`src/design/sha256_pkg.sv`:
```
// Shared types and constants for the SHA-256 stream hasher.
// Depends on nothing; used by the queue, core and top-level modules.
package sha256_pkg;

  localparam int unsigned QueueDepth = 4;
  localparam int unsigned QueuePtrW  = 2;

  typedef struct packed {
    logic       kind;
    logic [7:0] data_byte;
  } item_t;

  typedef enum logic [2:0] {
    ST_FILL, ST_PAD, ST_LOAD, ST_ROUND, ST_FOLD, ST_EMIT
  } core_state_e;

  localparam logic [7:0] PadMarker = 8'h80;

  function automatic logic [31:0] rotr(input logic [31:0] x, input int unsigned n);
    rotr = (x >> n) | (x << (32 - n));
  endfunction

  function automatic logic [31:0] init_hash(input logic [2:0] i);
    case (i)
      3'd0: init_hash = 32'h6a09e667;
      3'd1: init_hash = 32'hbb67ae85;
      3'd2: init_hash = 32'h3c6ef372;
      3'd3: init_hash = 32'ha54ff53a;
      3'd4: init_hash = 32'h510e527f;
      3'd5: init_hash = 32'h9b05688c;
      3'd6: init_hash = 32'h1f83d9ab;
      default: init_hash = 32'h5be0cd19;
    endcase
  endfunction

  function automatic logic [31:0] round_const(input logic [5:0] i);
    logic [31:0] k [64];
    k = '{
      32'h428a2f98,32'h71374491,32'hb5c0fbcf,32'he9b5dba5,32'h3956c25b,32'h59f111f1,
      32'h923f82a4,32'hab1c5ed5,32'hd807aa98,32'h12835b01,32'h243185be,32'h550c7dc3,
      32'h72be5d74,32'h80deb1fe,32'h9bdc06a7,32'hc19bf174,32'he49b69c1,32'hefbe4786,
      32'h0fc19dc6,32'h240ca1cc,32'h2de92c6f,32'h4a7484aa,32'h5cb0a9dc,32'h76f988da,
      32'h983e5152,32'ha831c66d,32'hb00327c8,32'hbf597fc7,32'hc6e00bf3,32'hd5a79147,
      32'h06ca6351,32'h14292967,32'h27b70a85,32'h2e1b2138,32'h4d2c6dfc,32'h53380d13,
      32'h650a7354,32'h766a0abb,32'h81c2c92e,32'h92722c85,32'ha2bfe8a1,32'ha81a664b,
      32'hc24b8b70,32'hc76c51a3,32'hd192e819,32'hd6990624,32'hf40e3585,32'h106aa070,
      32'h19a4c116,32'h1e376c08,32'h2748774c,32'h34b0bcb5,32'h391c0cb3,32'h4ed8aa4a,
      32'h5b9cca4f,32'h682e6ff3,32'h748f82ee,32'h78a5636f,32'h84c87814,32'h8cc70208,
      32'h90befffa,32'ha4506ceb,32'hbef9a3f7,32'hc67178f2};
    round_const = k[i];
  endfunction

endpackage

```
`src/design/sha256_queue.sv`:
```
// Front part: accepts and holds input items in a short queue.
// Depends on sha256_pkg.
module sha256_queue (
  input  logic               clk_i,
  input  logic               rst_ni,
  input  logic               in_valid_i,
  output logic               in_ready_o,
  input  sha256_pkg::item_t  in_item_i,
  output logic               q_valid_o,
  input  logic               q_ready_i,
  output sha256_pkg::item_t  q_item_o
);
  sha256_pkg::item_t mem_q [sha256_pkg::QueueDepth];
  logic [sha256_pkg::QueuePtrW-1:0] wr_q, rd_q;
  logic [sha256_pkg::QueuePtrW:0]   cnt_q;
  logic push, pop;

  assign in_ready_o = (cnt_q != 3'(sha256_pkg::QueueDepth));
  assign q_valid_o  = (cnt_q != '0);
  assign q_item_o   = mem_q[rd_q];
  assign push = in_valid_i && in_ready_o;
  assign pop  = q_valid_o && q_ready_i;

  always_ff @(posedge clk_i) begin
    if (push) mem_q[wr_q] <= in_item_i;
  end

  always_ff @(posedge clk_i or negedge rst_ni) begin
    if (!rst_ni) begin
      wr_q <= '0; rd_q <= '0; cnt_q <= '0;
    end else begin
      if (push) wr_q <= wr_q + 1'b1;
      if (pop)  rd_q <= rd_q + 1'b1;
      cnt_q <= cnt_q + {2'b0, push} - {2'b0, pop};
    end
  end
endmodule

```
`src/design/sha256_core.sv`:
```
// Back part: block buffer, padding, 64-round compression and digest output.
// Depends on sha256_pkg.
module sha256_core (
  input  logic               clk_i,
  input  logic               rst_ni,
  input  logic               q_valid_i,
  output logic               q_ready_o,
  input  sha256_pkg::item_t  q_item_i,
  output logic               out_valid_o,
  input  logic               out_ready_i,
  output logic [31:0]        digest_word_o,
  output logic [2:0]         word_index_o,
  output logic               last_word_o
);
  sha256_pkg::core_state_e state_q, state_d;
  logic [31:0] w_q [16];
  logic [31:0] h_q [8];
  logic [31:0] v_q [8];
  logic [5:0]  fill_q;
  logic [5:0]  rnd_q;
  logic [63:0] bits_q;
  logic [63:0] total_q;
  logic        fin_q;    // a finish is in progress
  logic        mark_q;   // padding marker already written
  logic [2:0]  oidx_q;

  // Whether the block just folded was the length-bearing one.
  logic final_blk_q;

  // Length field goes into bytes 56..63 of the block in which the marker
  // leaves room: the marker's block if it landed below 56, else the next one.
  logic pad_len_ok_q;

  logic [31:0] t1, t2, s0, s1, wnew, x, y, cur_w;
  logic [7:0]  pad_byte;
  logic        take;
  logic [7:0]  put_byte;
  logic        put;

  always_comb begin
    x = w_q[1];
    y = w_q[14];
    s0 = sha256_pkg::rotr(x,7) ^ sha256_pkg::rotr(x,18) ^ (x >> 3);
    s1 = sha256_pkg::rotr(y,17) ^ sha256_pkg::rotr(y,19) ^ (y >> 10);
    wnew = s1 + w_q[9] + s0 + w_q[0];
    cur_w = w_q[0];
    t1 = v_q[7] + (sha256_pkg::rotr(v_q[4],6) ^ sha256_pkg::rotr(v_q[4],11)
         ^ sha256_pkg::rotr(v_q[4],25)) + ((v_q[4] & v_q[5]) ^ (~v_q[4] & v_q[6]))
         + sha256_pkg::round_const(rnd_q) + cur_w;
    t2 = (sha256_pkg::rotr(v_q[0],2) ^ sha256_pkg::rotr(v_q[0],13)
         ^ sha256_pkg::rotr(v_q[0],22))
         + ((v_q[0] & v_q[1]) ^ (v_q[0] & v_q[2]) ^ (v_q[1] & v_q[2]));
  end

  // Byte written at the fill position while padding, before the length field.
  always_comb begin
    if (!mark_q) pad_byte = sha256_pkg::PadMarker;
    else pad_byte = 8'h00;
  end

  assign q_ready_o = (state_q == sha256_pkg::ST_FILL);
  assign take = q_valid_i && q_ready_o;

  always_comb begin
    state_d = state_q;
    unique case (state_q)
      sha256_pkg::ST_FILL:  if (take) begin
        if (q_item_i.kind) state_d = sha256_pkg::ST_PAD;
        else if (fill_q == 6'd63) state_d = sha256_pkg::ST_LOAD;
      end
      sha256_pkg::ST_PAD: begin
        // length bytes occupy 56..63 only on the final block
        if (fill_q == 6'd63) state_d = sha256_pkg::ST_LOAD;
      end
      sha256_pkg::ST_LOAD:  state_d = sha256_pkg::ST_ROUND;
      sha256_pkg::ST_ROUND: if (rnd_q == 6'd63) state_d = sha256_pkg::ST_FOLD;
      sha256_pkg::ST_FOLD: begin
        if (!fin_q) state_d = sha256_pkg::ST_FILL;
        else if (final_blk_q) state_d = sha256_pkg::ST_EMIT;
        else state_d = sha256_pkg::ST_PAD;
      end
      sha256_pkg::ST_EMIT:
        if (out_ready_i && oidx_q == 3'd7) state_d = sha256_pkg::ST_FILL;
      default: state_d = sha256_pkg::ST_FILL;
    endcase
  end

  always_ff @(posedge clk_i or negedge rst_ni) begin
    if (!rst_ni) begin
      state_q <= sha256_pkg::ST_FILL;
      fill_q <= '0; rnd_q <= '0; bits_q <= '0; fin_q <= 1'b0; mark_q <= 1'b0;
      oidx_q <= '0; final_blk_q <= 1'b0;
      for (int i = 0; i < 8; i++) h_q[i] <= sha256_pkg::init_hash(3'(i));
    end else begin
      state_q <= state_d;
      unique case (state_q)
        sha256_pkg::ST_FILL: if (take) begin
          if (q_item_i.kind) begin
            fin_q <= 1'b1;
            mark_q <= 1'b0;
            final_blk_q <= 1'b0;
          end else begin
            fill_q <= fill_q + 6'd1;
            if (fill_q == 6'd63) bits_q <= bits_q + 64'd512;
          end
        end
        sha256_pkg::ST_PAD: begin
          mark_q <= 1'b1;
          fill_q <= fill_q + 6'd1;
          if (fill_q == 6'd63) final_blk_q <= pad_len_ok_q;
        end
        sha256_pkg::ST_LOAD: begin
          rnd_q <= '0;
        end
        sha256_pkg::ST_ROUND: rnd_q <= rnd_q + 6'd1;
        sha256_pkg::ST_FOLD: begin
          for (int i = 0; i < 8; i++) h_q[i] <= h_q[i] + v_q[i];
          if (fin_q && final_blk_q) begin
            oidx_q <= '0;
          end
        end
        sha256_pkg::ST_EMIT: if (out_ready_i) begin
          oidx_q <= oidx_q + 3'd1;
          if (oidx_q == 3'd7) begin
            fin_q <= 1'b0; fill_q <= '0; bits_q <= '0;
            for (int i = 0; i < 8; i++) h_q[i] <= sha256_pkg::init_hash(3'(i));
          end
        end
        default: ;
      endcase
    end
  end

  always_ff @(posedge clk_i or negedge rst_ni) begin
    if (!rst_ni) pad_len_ok_q <= 1'b0;
    else if (take && q_item_i.kind) pad_len_ok_q <= (fill_q < 6'd56);
    else if (state_q == sha256_pkg::ST_FOLD) pad_len_ok_q <= 1'b1;
  end

  always_ff @(posedge clk_i) begin
    if (take && q_item_i.kind) total_q <= bits_q + {55'b0, fill_q, 3'b000};
  end

  // Message words: bytes shift into the word at the fill position; during
  // rounds the sixteen-word window slides by one each cycle.
  always_comb begin
    put = 1'b0;
    put_byte = q_item_i.data_byte;
    if (state_q == sha256_pkg::ST_FILL && take && !q_item_i.kind) put = 1'b1;
    if (state_q == sha256_pkg::ST_PAD) begin
      put = 1'b1;
      put_byte = (mark_q && pad_len_ok_q && fill_q >= 6'd56)
                 ? total_q[8*(6'd63 - fill_q) +: 8] : pad_byte;
    end
  end

  always_ff @(posedge clk_i) begin
    if (put) w_q[fill_q[5:2]] <= {w_q[fill_q[5:2]][23:0], put_byte};
    else if (state_q == sha256_pkg::ST_ROUND) begin
      for (int i = 0; i < 15; i++) w_q[i] <= w_q[i+1];
      w_q[15] <= wnew;
    end
    if (state_q == sha256_pkg::ST_LOAD)
      for (int i = 0; i < 8; i++) v_q[i] <= h_q[i];
    else if (state_q == sha256_pkg::ST_ROUND) begin
      v_q[7] <= v_q[6]; v_q[6] <= v_q[5]; v_q[5] <= v_q[4]; v_q[4] <= v_q[3] + t1;
      v_q[3] <= v_q[2]; v_q[2] <= v_q[1]; v_q[1] <= v_q[0]; v_q[0] <= t1 + t2;
    end
  end

  assign out_valid_o   = (state_q == sha256_pkg::ST_EMIT);
  assign digest_word_o = h_q[oidx_q];
  assign word_index_o  = oidx_q;
  assign last_word_o   = (oidx_q == 3'd7);
endmodule

```
`src/design/sha256_stream_hasher.sv`:
```
// SHA-256 stream hasher: message bytes fill a block, which is then compressed
// by load, 64 rounds and fold. A finish pads byte by byte, takes one or
// two compressions, then shows eight digest words one per accepted cycle.
// A four-entry queue accepts bytes while a block is compressed.
// Reset (rst_ni, asynchronous, active low) restores the initial hash values,
// a zero count and empty queue.
module sha256_stream_hasher (
  input  logic        clk_i,
  input  logic        rst_ni,
  input  logic        in_valid_i,
  output logic        in_ready_o,
  input  logic        kind_i,
  input  logic [7:0]  data_byte_i,
  output logic        out_valid_o,
  input  logic        out_ready_i,
  output logic [31:0] digest_word_o,
  output logic [2:0]  word_index_o,
  output logic        last_word_o
);
  sha256_pkg::item_t in_item, q_item;
  logic q_valid, q_ready;
  assign in_item = '{kind: kind_i, data_byte: data_byte_i};

  sha256_queue u_queue (
    .clk_i, .rst_ni, .in_valid_i, .in_ready_o, .in_item_i(in_item),
    .q_valid_o(q_valid), .q_ready_i(q_ready), .q_item_o(q_item)
  );

  sha256_core u_core (
    .clk_i, .rst_ni, .q_valid_i(q_valid), .q_ready_o(q_ready), .q_item_i(q_item),
    .out_valid_o, .out_ready_i, .digest_word_o, .word_index_o, .last_word_o
  );
endmodule

```
`config.mk`:
```
export PLATFORM = sky130hd
export DESIGN_NAME = sha256_stream_hasher
export DESIGN_NICKNAME = d
export VERILOG_FILES = /design/src/design/sha256_pkg.sv /design/src/design/sha256_queue.sv /design/src/design/sha256_core.sv /design/src/design/sha256_stream_hasher.sv
export SDC_FILE = /design/constraint.sdc
export NUM_CORES = 2
export LEC_CHECK = 0
export ABC_CLOCK_PERIOD_IN_PS = 9900
export BUFFER_PORTS_ARGS = -buffer_cell sky130_fd_sc_hd__buf_2
export CORE_MARGIN = 2
export CORE_UTILIZATION = 50
export CTS_CLUSTER_SIZE = 28
export DETAILED_ROUTE_END_ITERATION = 12
export PLACE_DENSITY = 0.76
export SLEW_MARGIN = 10
export SYNTH_ARGS = -nofsm -noshare
export SYNTH_HDL_FRONTEND = slang
export SYNTH_SLANG_ARGS = --single-unit
```
`constraint.sdc`:
```
create_clock -name clk_i -period 9.9 [get_ports clk_i]
set_input_delay 0.495 -clock clk_i [delete_from_list [all_inputs] [get_ports clk_i]]
set_output_delay 0.495 -clock clk_i [all_outputs]
set_load 0.02 [all_outputs]
```
==> flow_metrics.py <==
metrics = {
    "outcome": {
        "status": "completed",
    },
    "global_route": {
        "antenna_found_initial": 4,
        "grt_pass1_wl_um": 385000,
        "grt_pass1_vias": 59500,
        "grt_max_degree": 234,
        "grt.total_usage_pct": 31.5,
        "grt_overflow": 0,
    },
    "worst_setup_path": {
        "cpMostUsedCell": "fa_1",
        "cp-startpoint": "u_core.rnd_q[0]",
        "crit_fanout": 12,
        "required_ps": 10410,
        "startpoint_type": "register",
        "cp_data_arrival_time_ps": 9880,
        "timing_worst_setup_path_type": "register to register",
        "critical-path-top-delay-family": "adder cells",
        "cp.depth": 36,
        "worst_setup_path_end_kind": "register",
        "max_stage_delay_ps": 530,
        "r2r-start": "u_core.rnd_q[0]",
        "cpMaxStageDelayCell": "fa_1",
        "critPathBufInv": 6,
        "worst-r2r-cell-count": 36,
    },
    "synthesis": {
        "synth_xor_area_share_pct": 6.72,
        "ys_ff_latch": 1205,
        "synth_top_area_share_pct": 32.5,
        "synth_cell_type_count": 88,
        "synthTopCellsByCount": "nand2_1 (935), edfxtp_1 (865), a21o_1 (697)",
        "synthFlopType": "edfxtp_1",
        "synth_fa_ha_area_share_pct": 11.5,
        "synth_most_common_cell": "nand2_1",
        "ys_async_sr_fraction_pct": 28.2,
        "synthCells": 7527,
        "synth_area_leaders": "edfxtp_1 (32%), a21o_1 (6.5%), dfrtp_1 (6.4%), ha_1 (6.3%), mux4_2 (6.1%)",
        "yosysSeqAreaShare_pct": 43.3,
        "yosysTopAreaCell": "edfxtp_1",
        "synth_compound_area_share_pct": 17.0,
        "synthSimpleGateAreaFrac_pct": 10.3,
        "ys_warn_count": 0,
        "synthMuxAreaShare_pct": 7.26,
        "synth_top_family_by_area": "compound AO/OA/AOI/OAI gates",
        "syn_area_mm2": 0.0800,
        "synth_nets": 8140,
        "synth.avg_cell_area_um2": 10.6,
        "synth-edff-count": 865,
    },
    "detailed_routing": {
        "routed_wirelength_um": 258000,
        "ant_nets": 0,
        "met2_length_um": 119000,
        "met3_length_um": 23200,
        "vias": 61100,
        "routed.top_layer": "met4",
        "drcViolationCount": 0,
        "routed_wire_length_per_instance_um": 27.1,
        "drtIter0Drc": 7062,
        "firstDrtPassIters": 9,
        "drt-met1-wl_um": 100000,
        "via_per_inst": 6.40,
    },
    "timing": {
        "min_period_over_period_pct": 94.7,
        "finalSetupTns_ps": 0,
        "rsz0062_at_grt": "false",
        "fmax_mhz": 107,
        "finalHoldViolations": 0,
        "maxSlewViolCount": 0,
        "relSlewSlack_pct": 13.4,
        "finalCriticalPeriod_ps": 9380,
        "worstMarginPinSlew_ps": 1290,
        "fin_skew_ps": 34.0,
        "finalSetupViolCount": 0,
    },
    "placed_design": {
        "place.port_buffers": 50,
        "hpwl_um": 184000,
        "gp_congestion": 1.02,
        "dp.cells": 9276,
    },
    "clock_tree": {
        "insertion_delay_ps": 810,
        "cts-root-buf": "clkbuf_16",
        "cts.sinks": 1205,
        "post_cts_buffers": 0,
        "h-tree-depth": 4,
        "cts_tree": "built",
        "cts_buffers": 137,
        "path_clk_slew_ps": 60,
        "cts_buffer_depth": 3,
    },
    "worst_hold_path": {
        "min_delay_path_depth": 3,
        "hp-start": "out_ready_i",
        "worstHoldPathType": "primary input to register",
    },
    "cells_and_area": {
        "num-nets-final": 7966,
        "synthToLayoutAreaGrowth_pct": 8.55,
        "layout-drive-gt1-share_pct": 11.4,
        "instances_no_fill": 9541,
    },
    "die": {
        "die_h_um": 404,
        "core_mm2": 0.159,
        "std_cell_rows": 146,
        "fp.dieW_um": 404,
        "initial_utilization_pct": 50.4,
        "die-area_mm2": 0.163,
        "io_pins": 51,
    },
    "flow_run": {
        "drv_cap": 0,
    },
}
[worst paths after layout]
path                                               end  slack (ps)
worst min register to register      u_core.total_q[24]         480
worst min-delay path            u_core.word_index_o[1]          50
max in group asynchronous              u_core.rnd_q[3]        7870
min in group asynchronous              u_core.rnd_q[2]         280
worst max register to register       u_core.v_q[0][29]         520
worst max-delay path                 u_core.v_q[0][29]         520
[cells in the final DEF, fill, tap and decap left out, types with 56 or more instances in the layout]
master / count
nand2b_1: 70
dfrtp_1: 194
mux4_2: 217
nor2_1: 366
buf_4: 115
a21oi_1: 466
fa_1: 196
inv_1: 309
ha_1: 404
o21bai_1: 62
xnor2_1: 390
o21ai_0: 435
clkbuf_16: 138
dfstp_2: 136
nand2_1: 931
edfxtp_1: 865
xor2_1: 221
a21o_1: 697
nand3_1: 135
mux2_2: 56
nor3_1: 103
[layout make-up]
cell class                      count  area, µm²
Inverter                          313       1180
Sequential cell                  1205      34700
Multi-Input combinational cell   5513      42500
Tap cell                         2072       2590
Clock buffer                      176       3670
Clock inverter                     76        803
Fill cell                       13400      71700
Timing Repair Buffer              183       1380
Antenna cell                        3       7.51
[stage by stage]
step	hold slack, ps	worst slack (ps)	util [%]	cell area, µm²
after detailed placement	470	500	51.9	82200
after CTS	8.91	469	54.7	86800
after global placement	468	515	51.9	82200
after floorplan	199	191	-	80000
after global routing	45.5	22.8	54.8	86800
final	46.6	522	54.8	86800
[routing by layer]
layer	up-vias	global-route usage, %
met4	0	16.6
met5	-	0
met3	658	5.88
met2	3119	49.8
met1	30500	41.3
li1	26800	-
[cell families (layout without fill, tap and decap cells)]
| family | count (synthesis) | in the layout |
|---|---|---|
| AOI/OAI and AO/OA | 2098 | 2098 |
| and+or+nand+nor | 1879 | 1879 |
| DFF | 1205 | 1205 |
| buffers and inverters | 809 | 748 |
| adders and majority gates | 622 | 622 |
| xor gates and xnor gates | 612 | 612 |
| muxes | 302 | 302 |
| other | 0 | 3 |
[registers in the layout (all words and copies together) (netlist names), 6 cells and up]
signal,flops
u_core.w_q,512
u_core.bits_q,55
u_queue.mem_q,36
u_core.v_q,256
u_core.rnd_q,6
u_core.h_q,256
u_core.total_q,61
u_core.fill_q,6
[what timing repair did]
item	in CTS	in global routing
setup endpoints to repair	0	5
hold buffers	10	0
hold endpoints to repair	86	0
gates resized for setup	0	3
[worst reg2reg max path, delay by kind of cell, from the launching register on]
family                     cells  cell delay (ps)
adders and majority gates      8             3250
xor gates and xnor gates       2              330
muxes                          1              520
buffers and inverters          6              710
AOI/OAI and AO/OA             13             2590
DFF                            1              460
and+or+nand+nor                6             1210
Power is left out: the tool's default activity adds up to more than one toggle a clock period on the data nets, which glitch-free logic cannot reach.
